**src/hdl/mcwg_pkg.sv**
```systemverilog
// ----------------------------------------------------------------------------
// mcwg_pkg: shared types and constants of the multi-channel wave generator
// Channel count, tick width, command and status codes, controller commands.
// ----------------------------------------------------------------------------
package mcwg_pkg;

  // sizes
  localparam int CHANNELS  = 8;
  localparam int TICK_BITS = 24;
  localparam int FIELD_W   = 24;
  localparam int CFG_W     = 4;
  localparam int MASK_W    = 8;
  localparam int CH_W      = 3;
  localparam int OP_W      = 3;
  localparam int STATUS_W  = 2;

  typedef logic [TICK_BITS-1:0] ticks_t;
  typedef logic [FIELD_W-1:0]   field_t;

  // command codes carried by the opcode field
  typedef enum logic [OP_W-1:0] {
    OP_TICK      = 3'd0,
    OP_START     = 3'd1,
    OP_START_LVL = 3'd2,
    OP_DUTY      = 3'd3,
    OP_STOP      = 3'd4,
    OP_QUERY     = 3'd5
  } opcode_t;

  // result status codes
  typedef enum logic [STATUS_W-1:0] {
    ST_OK      = 2'd0,
    ST_INVALID = 2'd1,
    ST_BUSY    = 2'd2
  } status_t;

  // controller states
  typedef enum logic {
    S_IDLE = 1'b0,
    S_EXEC = 1'b1
  } ctl_state_t;

  // controller to datapath commands
  typedef struct packed {
    logic capture;  // latch the input word
    logic exec;     // apply it to channel state and load the result
  } ctl_cmd_t;

  // duration field to internal tick width
  function automatic ticks_t to_ticks(field_t f);
    return ticks_t'(f);
  endfunction

  // internal tick width to result field
  function automatic field_t from_ticks(ticks_t t);
    return field_t'(t);
  endfunction

endpackage

```
**src/hdl/mcwg_ctrl.sv**
```systemverilog
// ----------------------------------------------------------------------------
// mcwg_ctrl: sequencing of the wave generator
// Takes one input word at a time, runs it through the datapath and manages
// the output register handshake.
// ----------------------------------------------------------------------------
module mcwg_ctrl import mcwg_pkg::*; (
  input  logic     clk,
  input  logic     rst,
  input  logic     in_valid,
  output logic     in_ready,
  output logic     out_valid,
  input  logic     out_ready,
  output ctl_cmd_t cmd
);

  ctl_state_t state, state_next;
  logic       out_valid_next;
  logic       can_load;

  // state and output-valid registers
  always_ff @(posedge clk) begin
    if (rst) begin
      state     <= S_IDLE;
      out_valid <= 1'b0;
    end else begin
      state     <= state_next;
      out_valid <= out_valid_next;
    end
  end

  // next state and commands
  always_comb begin
    state_next     = state;
    cmd            = '0;
    in_ready       = 1'b0;
    can_load       = !out_valid || out_ready;
    out_valid_next = out_valid && !out_ready;
    unique case (state)
      S_IDLE: begin
        in_ready = 1'b1;
        if (in_valid) begin
          cmd.capture = 1'b1;
          state_next  = S_EXEC;
        end
      end
      S_EXEC: begin
        if (can_load) begin
          cmd.exec       = 1'b1;
          out_valid_next = 1'b1;
          state_next     = S_IDLE;
        end
      end
      default: state_next = S_IDLE;
    endcase
  end

endmodule

```
**src/hdl/mcwg_datapath.sv**
```systemverilog
// ----------------------------------------------------------------------------
// mcwg_datapath: channel state, command execution and result register
// All running channels count in parallel on a tick; commands touch one channel.
// ----------------------------------------------------------------------------
module mcwg_datapath import mcwg_pkg::*; (
  input  logic                clk,
  input  logic                rst,
  input  ctl_cmd_t            cmd,
  input  logic                cfg_wr_en,
  input  logic [CFG_W-1:0]    cfg_wr_data,
  input  logic [OP_W-1:0]     opcode,
  input  logic [CH_W-1:0]     channel,
  input  logic [FIELD_W-1:0]  first_ticks,
  input  logic [FIELD_W-1:0]  second_ticks,
  input  logic                level,
  input  logic                which_phase,
  output logic [STATUS_W-1:0] status,
  output logic [MASK_W-1:0]   levels,
  output logic [MASK_W-1:0]   active_mask,
  output logic [MASK_W-1:0]   toggled_mask,
  output logic [FIELD_W-1:0]  phase_ticks
);

  // configuration
  logic [CFG_W-1:0] channels_in_use;

  // captured input word
  logic [OP_W-1:0]  op;
  logic [CH_W-1:0]  ch;
  ticks_t           first;
  ticks_t           second;
  logic             lvl;
  logic             which;

  // channel state
  logic   out_level     [CHANNELS];
  logic   running       [CHANNELS];
  logic   phase_bit     [CHANNELS];
  ticks_t elapsed_ticks [CHANNELS];
  ticks_t phase0_ticks  [CHANNELS];
  ticks_t phase1_ticks  [CHANNELS];

  logic   out_level_next     [CHANNELS];
  logic   running_next       [CHANNELS];
  logic   phase_bit_next     [CHANNELS];
  ticks_t elapsed_ticks_next [CHANNELS];
  ticks_t phase0_ticks_next  [CHANNELS];
  ticks_t phase1_ticks_next  [CHANNELS];

  // result fields before the output register
  status_t              status_next;
  logic [MASK_W-1:0]    levels_next;
  logic [MASK_W-1:0]    active_next;
  logic [MASK_W-1:0]    toggled_next;
  ticks_t               query_next;

  // configuration register
  always_ff @(posedge clk) begin
    if (rst) begin
      channels_in_use <= CFG_W'(MASK_W);
    end else if (cfg_wr_en) begin
      channels_in_use <= cfg_wr_data;
    end
  end

  // input word capture
  always_ff @(posedge clk) begin
    if (cmd.capture) begin
      op     <= opcode;
      ch     <= channel;
      first  <= to_ticks(first_ticks);
      second <= to_ticks(second_ticks);
      lvl    <= level;
      which  <= which_phase;
    end
  end

  // command and tick evaluation
  always_comb begin
    logic [CHANNELS-1:0] hit;
    logic                valid;
    logic                sel_run;
    logic                sel_lvl;
    logic                sel_phase;
    ticks_t              sel_elapsed;
    ticks_t              sel_p0;
    ticks_t              sel_p1;
    logic                cmd_wr;
    logic [TICK_BITS:0]  period;
    logic [TICK_BITS:0]  rest;
    ticks_t              e1;
    ticks_t              dur;
    ticks_t              dur_new;

    for (int c = 0; c < CHANNELS; c++) begin
      out_level_next[c]     = out_level[c];
      running_next[c]       = running[c];
      phase_bit_next[c]     = phase_bit[c];
      elapsed_ticks_next[c] = elapsed_ticks[c];
      phase0_ticks_next[c]  = phase0_ticks[c];
      phase1_ticks_next[c]  = phase1_ticks[c];
    end

    // selected channel read
    sel_run     = 1'b0;
    sel_lvl     = 1'b0;
    sel_phase   = 1'b0;
    sel_elapsed = '0;
    sel_p0      = '0;
    sel_p1      = '0;
    for (int c = 0; c < CHANNELS; c++) begin
      hit[c] = (int'(ch) == c);
      if (hit[c]) begin
        sel_run     = running[c];
        sel_lvl     = out_level[c];
        sel_phase   = phase_bit[c];
        sel_elapsed = elapsed_ticks[c];
        sel_p0      = phase0_ticks[c];
        sel_p1      = phase1_ticks[c];
      end
    end

    valid        = (int'(ch) < CHANNELS) && ({1'b0, ch} < channels_in_use);
    period       = {1'b0, sel_p0} + {1'b0, sel_p1};
    rest         = period - {1'b0, first};
    cmd_wr       = 1'b0;
    status_next  = ST_OK;
    toggled_next = '0;
    query_next   = '0;
    e1           = '0;
    dur          = '0;
    dur_new      = '0;

    if (opcode_t'(op) == OP_TICK) begin
      // every running channel counts and may toggle
      for (int c = 0; c < CHANNELS; c++) begin
        if (running[c]) begin
          e1  = (elapsed_ticks[c] == '1) ? elapsed_ticks[c] : elapsed_ticks[c] + 1'b1;
          dur = phase_bit[c] ? phase1_ticks[c] : phase0_ticks[c];
          if (e1 >= dur) begin
            out_level_next[c]     = !out_level[c];
            phase_bit_next[c]     = !phase_bit[c];
            elapsed_ticks_next[c] = '0;
            if (c < MASK_W) toggled_next[c] = 1'b1;
            dur_new = phase_bit[c] ? phase0_ticks[c] : phase1_ticks[c];
            if (dur_new == '0) running_next[c] = 1'b0;
          end else begin
            elapsed_ticks_next[c] = e1;
          end
        end
      end
    end else if (!valid) begin
      status_next = ST_INVALID;
    end else begin
      unique case (opcode_t'(op))
        OP_START: begin
          if (first == '0) begin
            status_next = ST_INVALID;
          end else if (sel_run) begin
            status_next = ST_BUSY;
          end else begin
            cmd_wr      = 1'b1;
            sel_p0      = first;
            sel_p1      = second;
            sel_phase   = 1'b0;
            sel_elapsed = '0;
            sel_run     = 1'b1;
          end
        end
        OP_START_LVL: begin
          if (first == '0 || second == '0) begin
            status_next = ST_INVALID;
          end else if (!sel_run) begin
            cmd_wr      = 1'b1;
            sel_lvl     = lvl;
            sel_p0      = first;
            sel_p1      = second;
            sel_phase   = 1'b0;
            sel_elapsed = '0;
            sel_run     = 1'b1;
          end else begin
            // retune: phase, count and level stay
            cmd_wr = 1'b1;
            sel_p0 = first;
            sel_p1 = second;
          end
        end
        OP_DUTY: begin
          if (first == '0) begin
            status_next = ST_INVALID;
          end else if (!sel_run) begin
            cmd_wr      = 1'b1;
            sel_p0      = first;
            sel_p1      = first;
            sel_phase   = 1'b0;
            sel_elapsed = '0;
            sel_run     = 1'b1;
          end else if (period < {1'b0, first} || rest[TICK_BITS]) begin
            status_next = ST_INVALID;
          end else begin
            // keep the period, move the split
            cmd_wr = 1'b1;
            sel_p0 = first;
            sel_p1 = rest[TICK_BITS-1:0];
          end
        end
        OP_STOP: begin
          cmd_wr  = 1'b1;
          sel_run = 1'b0;
          sel_lvl = lvl;
        end
        OP_QUERY: begin
          if (sel_run) query_next = which ? sel_p1 : sel_p0;
        end
        default: status_next = ST_INVALID;
      endcase
    end

    // write back the addressed channel
    for (int c = 0; c < CHANNELS; c++) begin
      if (cmd_wr && hit[c]) begin
        out_level_next[c]     = sel_lvl;
        running_next[c]       = sel_run;
        phase_bit_next[c]     = sel_phase;
        elapsed_ticks_next[c] = sel_elapsed;
        phase0_ticks_next[c]  = sel_p0;
        phase1_ticks_next[c]  = sel_p1;
      end
    end

    // level and activity masks after the step
    levels_next = '0;
    active_next = '0;
    for (int c = 0; c < CHANNELS; c++) begin
      if (c < MASK_W) begin
        levels_next[c] = out_level_next[c];
        active_next[c] = running_next[c];
      end
    end
  end

  // channel state registers
  always_ff @(posedge clk) begin
    if (rst) begin
      for (int c = 0; c < CHANNELS; c++) begin
        out_level[c]     <= 1'b0;
        running[c]       <= 1'b0;
        phase_bit[c]     <= 1'b0;
        elapsed_ticks[c] <= '0;
        phase0_ticks[c]  <= '0;
        phase1_ticks[c]  <= '0;
      end
    end else if (cmd.exec) begin
      for (int c = 0; c < CHANNELS; c++) begin
        out_level[c]     <= out_level_next[c];
        running[c]       <= running_next[c];
        phase_bit[c]     <= phase_bit_next[c];
        elapsed_ticks[c] <= elapsed_ticks_next[c];
        phase0_ticks[c]  <= phase0_ticks_next[c];
        phase1_ticks[c]  <= phase1_ticks_next[c];
      end
    end
  end

  // result register
  always_ff @(posedge clk) begin
    if (cmd.exec) begin
      status       <= status_next;
      levels       <= levels_next;
      active_mask  <= active_next;
      toggled_mask <= toggled_next;
      phase_ticks  <= from_ticks(query_next);
    end
  end

endmodule

```
**src/hdl/multi_channel_wave_generator.sv**
```systemverilog
// ----------------------------------------------------------------------------
// multi_channel_wave_generator: eight-channel two-phase square wave generator
// Each input word is a tick or a command; each gives one result word.
//
// Input channel (in_valid/in_ready) carries opcode, channel, durations,
// level and phase select. Output channel (out_valid/out_ready) carries
// status, the level and activity masks, the toggle mask and a queried
// duration. The one configuration register, channels_in_use, is written
// through cfg_wr_en/cfg_wr_data; the user must do so only while no word is
// in flight; the block itself does not enforce this. A word is captured,
// then executed once the output register is free; its result loads the
// output register and raises out_valid. No new word is taken before that.
// All running channels count in parallel on a tick.
// The output register stays loaded while the receiver stalls; the next word
// is already taken, and waits in execution until the register frees up.
// Reset stops every channel, clears levels, phases, counts and durations,
// sets channels_in_use to eight and leaves the output channel empty.
// ----------------------------------------------------------------------------
module multi_channel_wave_generator import mcwg_pkg::*; (
  input  logic                clk,
  input  logic                rst,
  input  logic                cfg_wr_en,
  input  logic [CFG_W-1:0]    cfg_wr_data,
  input  logic                in_valid,
  output logic                in_ready,
  input  logic [OP_W-1:0]     opcode,
  input  logic [CH_W-1:0]     channel,
  input  logic [FIELD_W-1:0]  first_ticks,
  input  logic [FIELD_W-1:0]  second_ticks,
  input  logic                level,
  input  logic                which_phase,
  output logic                out_valid,
  input  logic                out_ready,
  output logic [STATUS_W-1:0] status,
  output logic [MASK_W-1:0]   levels,
  output logic [MASK_W-1:0]   active_mask,
  output logic [MASK_W-1:0]   toggled_mask,
  output logic [FIELD_W-1:0]  phase_ticks
);

  ctl_cmd_t cmd;

  // sequencing
  mcwg_ctrl u_ctrl (
    .clk       (clk),
    .rst       (rst),
    .in_valid  (in_valid),
    .in_ready  (in_ready),
    .out_valid (out_valid),
    .out_ready (out_ready),
    .cmd       (cmd)
  );

  // channel state and result
  mcwg_datapath u_datapath (
    .clk          (clk),
    .rst          (rst),
    .cmd          (cmd),
    .cfg_wr_en    (cfg_wr_en),
    .cfg_wr_data  (cfg_wr_data),
    .opcode       (opcode),
    .channel      (channel),
    .first_ticks  (first_ticks),
    .second_ticks (second_ticks),
    .level        (level),
    .which_phase  (which_phase),
    .status       (status),
    .levels       (levels),
    .active_mask  (active_mask),
    .toggled_mask (toggled_mask),
    .phase_ticks  (phase_ticks)
  );

endmodule

```
**config.mk**
```make
export PLATFORM = sky130hd
export DESIGN_NAME = multi_channel_wave_generator
export DESIGN_NICKNAME = d
export VERILOG_FILES = /design/src/hdl/mcwg_pkg.sv /design/src/hdl/mcwg_ctrl.sv /design/src/hdl/mcwg_datapath.sv /design/src/hdl/multi_channel_wave_generator.sv
export SDC_FILE = /design/constraint.sdc
export NUM_CORES = 2
export LEC_CHECK = 0
export ABC_CLOCK_PERIOD_IN_PS = 17400
export BUFFER_PORTS_ARGS = -buffer_cell sky130_fd_sc_hd__buf_2
export CAP_MARGIN = 20
export CORE_MARGIN = 2
export CORE_UTILIZATION = 62
export CTS_CLUSTER_SIZE = 14
export DETAILED_ROUTE_END_ITERATION = 8
export PLACE_DENSITY = 0.79
export SYNTH_ARGS = -nofsm -noshare
export SYNTH_HDL_FRONTEND = slang
export SYNTH_SLANG_ARGS = --single-unit
```
**constraint.sdc**
```tcl
create_clock -name clk -period 17.4 [get_ports clk]
set_input_delay 1.74 -clock clk [delete_from_list [all_inputs] [get_ports clk]]
set_output_delay 1.74 -clock clk [all_outputs]
set_load 0.01 [all_outputs]
```
==> results.toml <==
[grt]
antenna_found_initial = 22
grt_max_degree = 123
grt.total_usage = 0.481
grt_first_pass_wirelength_um = 255000
grt_pass1_vias = 35800
grt-ovfl-total = 0

[sta]
fmaxAchievable_mhz = 106
finClkSkew_ps = 48.7
worst_pin_slew_ps = 1280
hold_violations = 0
finalMaxSlewViolations = 0
setup_violations = 0
fin_tns_setup_ps = 0
fin_crit_sh = 0.540
hold_slack_ps = 497
min_period_ps = 9390
rsz0062_at_grt = "no"
maxSlewHeadroom = 0.121

[logic_synthesis]
syn_inst = 4074
synth_enable_flop_cells = 706
yosysWarnings = 0
syn_nets = 4391
synth-seq-cells = 712
syn_area_mm2 = 0.0451
synth_flop_cell = "edfxtp_1"
netlist-cell-type-count = 82
seq_area_frac_synth = 0.473
ys_async_sr_fraction = 0
yosys.area.top_type = "edfxtp_1"
synthTopCellsByCount = "edfxtp_1, nand2_1, mux2i_1, ha_1, nor2_1"
synth_area_leaders = "edfxtp_1, ha_1, mux2i_1, mux4_2, xnor2_1"
syn_area_per_cell_um2 = 11.1
synth.most_common_cell = "edfxtp_1"
yosysTopAreaCellShare = 0.470

[floorplanning]
core_area_mm2 = 0.0717
die_h_um = 274
start_util = 0.629
ioPinCount = 117
dieArea_mm2 = 0.0749
die_x_um = 274
fp-row-count = 98

[power]
p_total_uw = 5200
ir_worst_vdd_mv = 0.106
p_per_area_mw_per_mm2 = 105
leakagePower_uw = 0.0188

[final_layout]
areaGrowthSynthToFinish_pct = 9.71
fill_cells = 5312
drive_above_1_share = 0.122
design_area_mm2 = 0.0495
final_util = 0.690
finalNetCount = 4456

[worst_setup_path]
start_kind = "flip-flop"
worst-endpoint-required_ps = 17710
reg2reg_to = "u_datapath.phase0_ticks[1][8]$_DFFE_PP_"
crit_type = "reg2reg"
regToRegSetupSlack_ps = 8010
r2r_start = "u_datapath.ch[0]$_DFFE_PP_"
r2r_cells = 27
worst_ep_arrival_time_ps = 9700
critPathMaxFanout = 105
crit_path_end_kind = "flip-flop"

[place]
dpl_cell_area_mm2 = 0.0468
place_congestion = 1.07
io_buffers = 116
place_hpwl_um = 140000

[hold_path]
hold_class = "reg2reg"
hold_path.startpoint = "u_ctrl.out_valid$_SDFF_PP0_"
min_path_cells = 2
hold_end = "u_ctrl.out_valid$_SDFF_PP0_"

[detailed_routing]
via_count = 39000
via_per_inst = 7.56
postRouteAntennaNets = 0
m1WireLength_um = 62200
drt_pass1_iterations = 9
wl_met3_um = 26500
drt_drc_violations_left = 0
routed_wl_um = 183000
top_layer = "met5"
routedWlPerCell_um = 35.5
drtIter0Drc = 7030
wl_met2_um = 77700

[outcome]
outcome = "complete, no violations"

[clock_network]
cts_tree = "built"
clk_pin_slew_ps = 70
root_buffer = "clkbuf_16"
h-tree-depth = 3
postCtsSetupBuffers = 0
cts_sinks = 712
hold_buffers = 0
worstSkewPairLatency_ps = 680
cts_buffer_depth = 3
cts_resized = 0
cts_buffers = 81

[flow_run]
maxCapViolCount = 0
[metal layers]
layer  track usage  vias up
met5             0        -
met4         0.333       32
met3         0.164      831
met2         0.707     3509
met1         0.599    18600
li1              -    16000
[sequential cells by signal (all words and copies together), names as in the netlist]
name                        count
u_datapath.elapsed_ticks      192
u_datapath.ch                   3
u_datapath.phase_ticks         24
u_datapath.op                   3
u_datapath.phase0_ticks       192
u_datapath.which                1
u_datapath.phase_bit            8
u_datapath.phase1_ticks       192
u_datapath.toggled_mask         8
u_datapath.first               24
u_datapath.lvl                  1
u_datapath.status               2
u_datapath.second              24
u_datapath.running              8
u_datapath.levels               8
u_ctrl.state                    1
u_datapath.active_mask          8
u_datapath.channels_in_use      4
u_ctrl.out_valid                1
u_datapath.out_level            8
[worst max-delay path by stage]
stage,start,endpoint,slack [ps],depth (start not counted)
finish,u_datapath.ch[0]$_DFFE_PP_,u_datapath.phase0_ticks[1][8]$_DFFE_PP_,8010,27
global route,u_datapath.ch[0]$_DFFE_PP_,u_datapath.phase1_ticks[0][110]$_DFFE_PP_,7390,27
CTS,u_datapath.ch[0]$_DFFE_PP_,u_datapath.phase1_ticks[0][110]$_DFFE_PP_,8210,27
detailed placement,u_datapath.ch[0]$_DFFE_PP_,u_datapath.phase0_ticks[1][8]$_DFFE_PP_,8250,27
global placement,u_datapath.ch[0]$_DFFE_PP_,u_datapath.phase0_ticks[1][8]$_DFFE_PP_,8320,27
floorplan,u_datapath.ch[0]$_DFFE_PP_,u_datapath.phase0_ticks[1][24]$_SDFFCE_PN0P_,7980,28
[logic make-up after synthesis]
| kind of cell | after synthesis | share of synthesized area |
|---|---|---|
| and+or+nand+nor | 1163 | 0.132 |
| DFF | 712 | 0.473 |
| AOI/OAI and AO/OA | 957 | 0.142 |
| buffers and inverters | 407 | 0.0359 |
| xor gates and xnor gates | 213 | 0.0413 |
| adders and majority gates | 252 | 0.0702 |
| muxes | 370 | 0.106 |
[worst max-delay path: stages (launching register included)]
cell,delay [ps]
edfxtp_1,390
buf_12,460
mux4_2,600
mux2i_1,460
inv_1,90
ha_1,300
a21oi_1,280
o211ai_1,240
a2111oi_0,460
nor2_1,190
o41a_1,360
a31o_2,280
a211o_1,290
a21oi_1,150
o21bai_1,90
xor2_1,150
ha_1,430
a21oi_1,130
and2_1,180
a22oi_1,150
o21ai_1,140
or4_4,470
and4_4,270
a21oi_2,150
buf_4,290
nand3_1,820
nand2b_2,300
buf_4,590
[final cells by class]
| type | count | area, um^2 | share of cell area |
|---|---|---|---|
| clock buffer | 100 | 2120 | 0.0428 |
| inverter | 189 | 709 | 0.0143 |
| timing repair buffer | 200 | 1260 | 0.0255 |
| antenna | 3 | 7.51 | 0.000152 |
| sequential | 712 | 21300 | 0.431 |
| multi-input combinational | 2955 | 22300 | 0.452 |
| tap | 950 | 1190 | 0.0240 |
| clock inverter | 47 | 538 | 0.0109 |
[power breakdown]
group          switching, uW  total (uW)  internal (uW)
sequential               141        2180           2040
combinational            842        1280            434
clock                    763        1740            982
[through the flow]
stage / setup slack, ps / cells
after floorplan: 7980 / 4074
after global placement: 8320 / 4998
after detailed placement: 8250 / 5001
after CTS: 8210 / 5148
after global routing: 7390 / 5153
final: 8010 / 5156
[cell usage in the layout (no fill, tap or decap), types with 46 or more instances in the layout]
cell       synthesis  routed
a21oi_1          177     169
a22o_1            65      65
and3_1            77      77
buf_2             26     115
buf_4              0      76
clkbuf_16          0      82
edfxtp_1         706     706
ha_1             250     250
inv_1            187     186
mux2i_1          259     259
mux4_2            84      84
nand2_1          289     289
nand3_1          153     153
nand4_1           80      80
nor2_1           209     207
nor3_1            66      63
nor4_1            99      97
o21ai_0          180     180
o22ai_1          128     128
o31ai_1           47      46
xnor2_1          129     129
xor2_1            84      84
(Power assumes the default switching activity.)
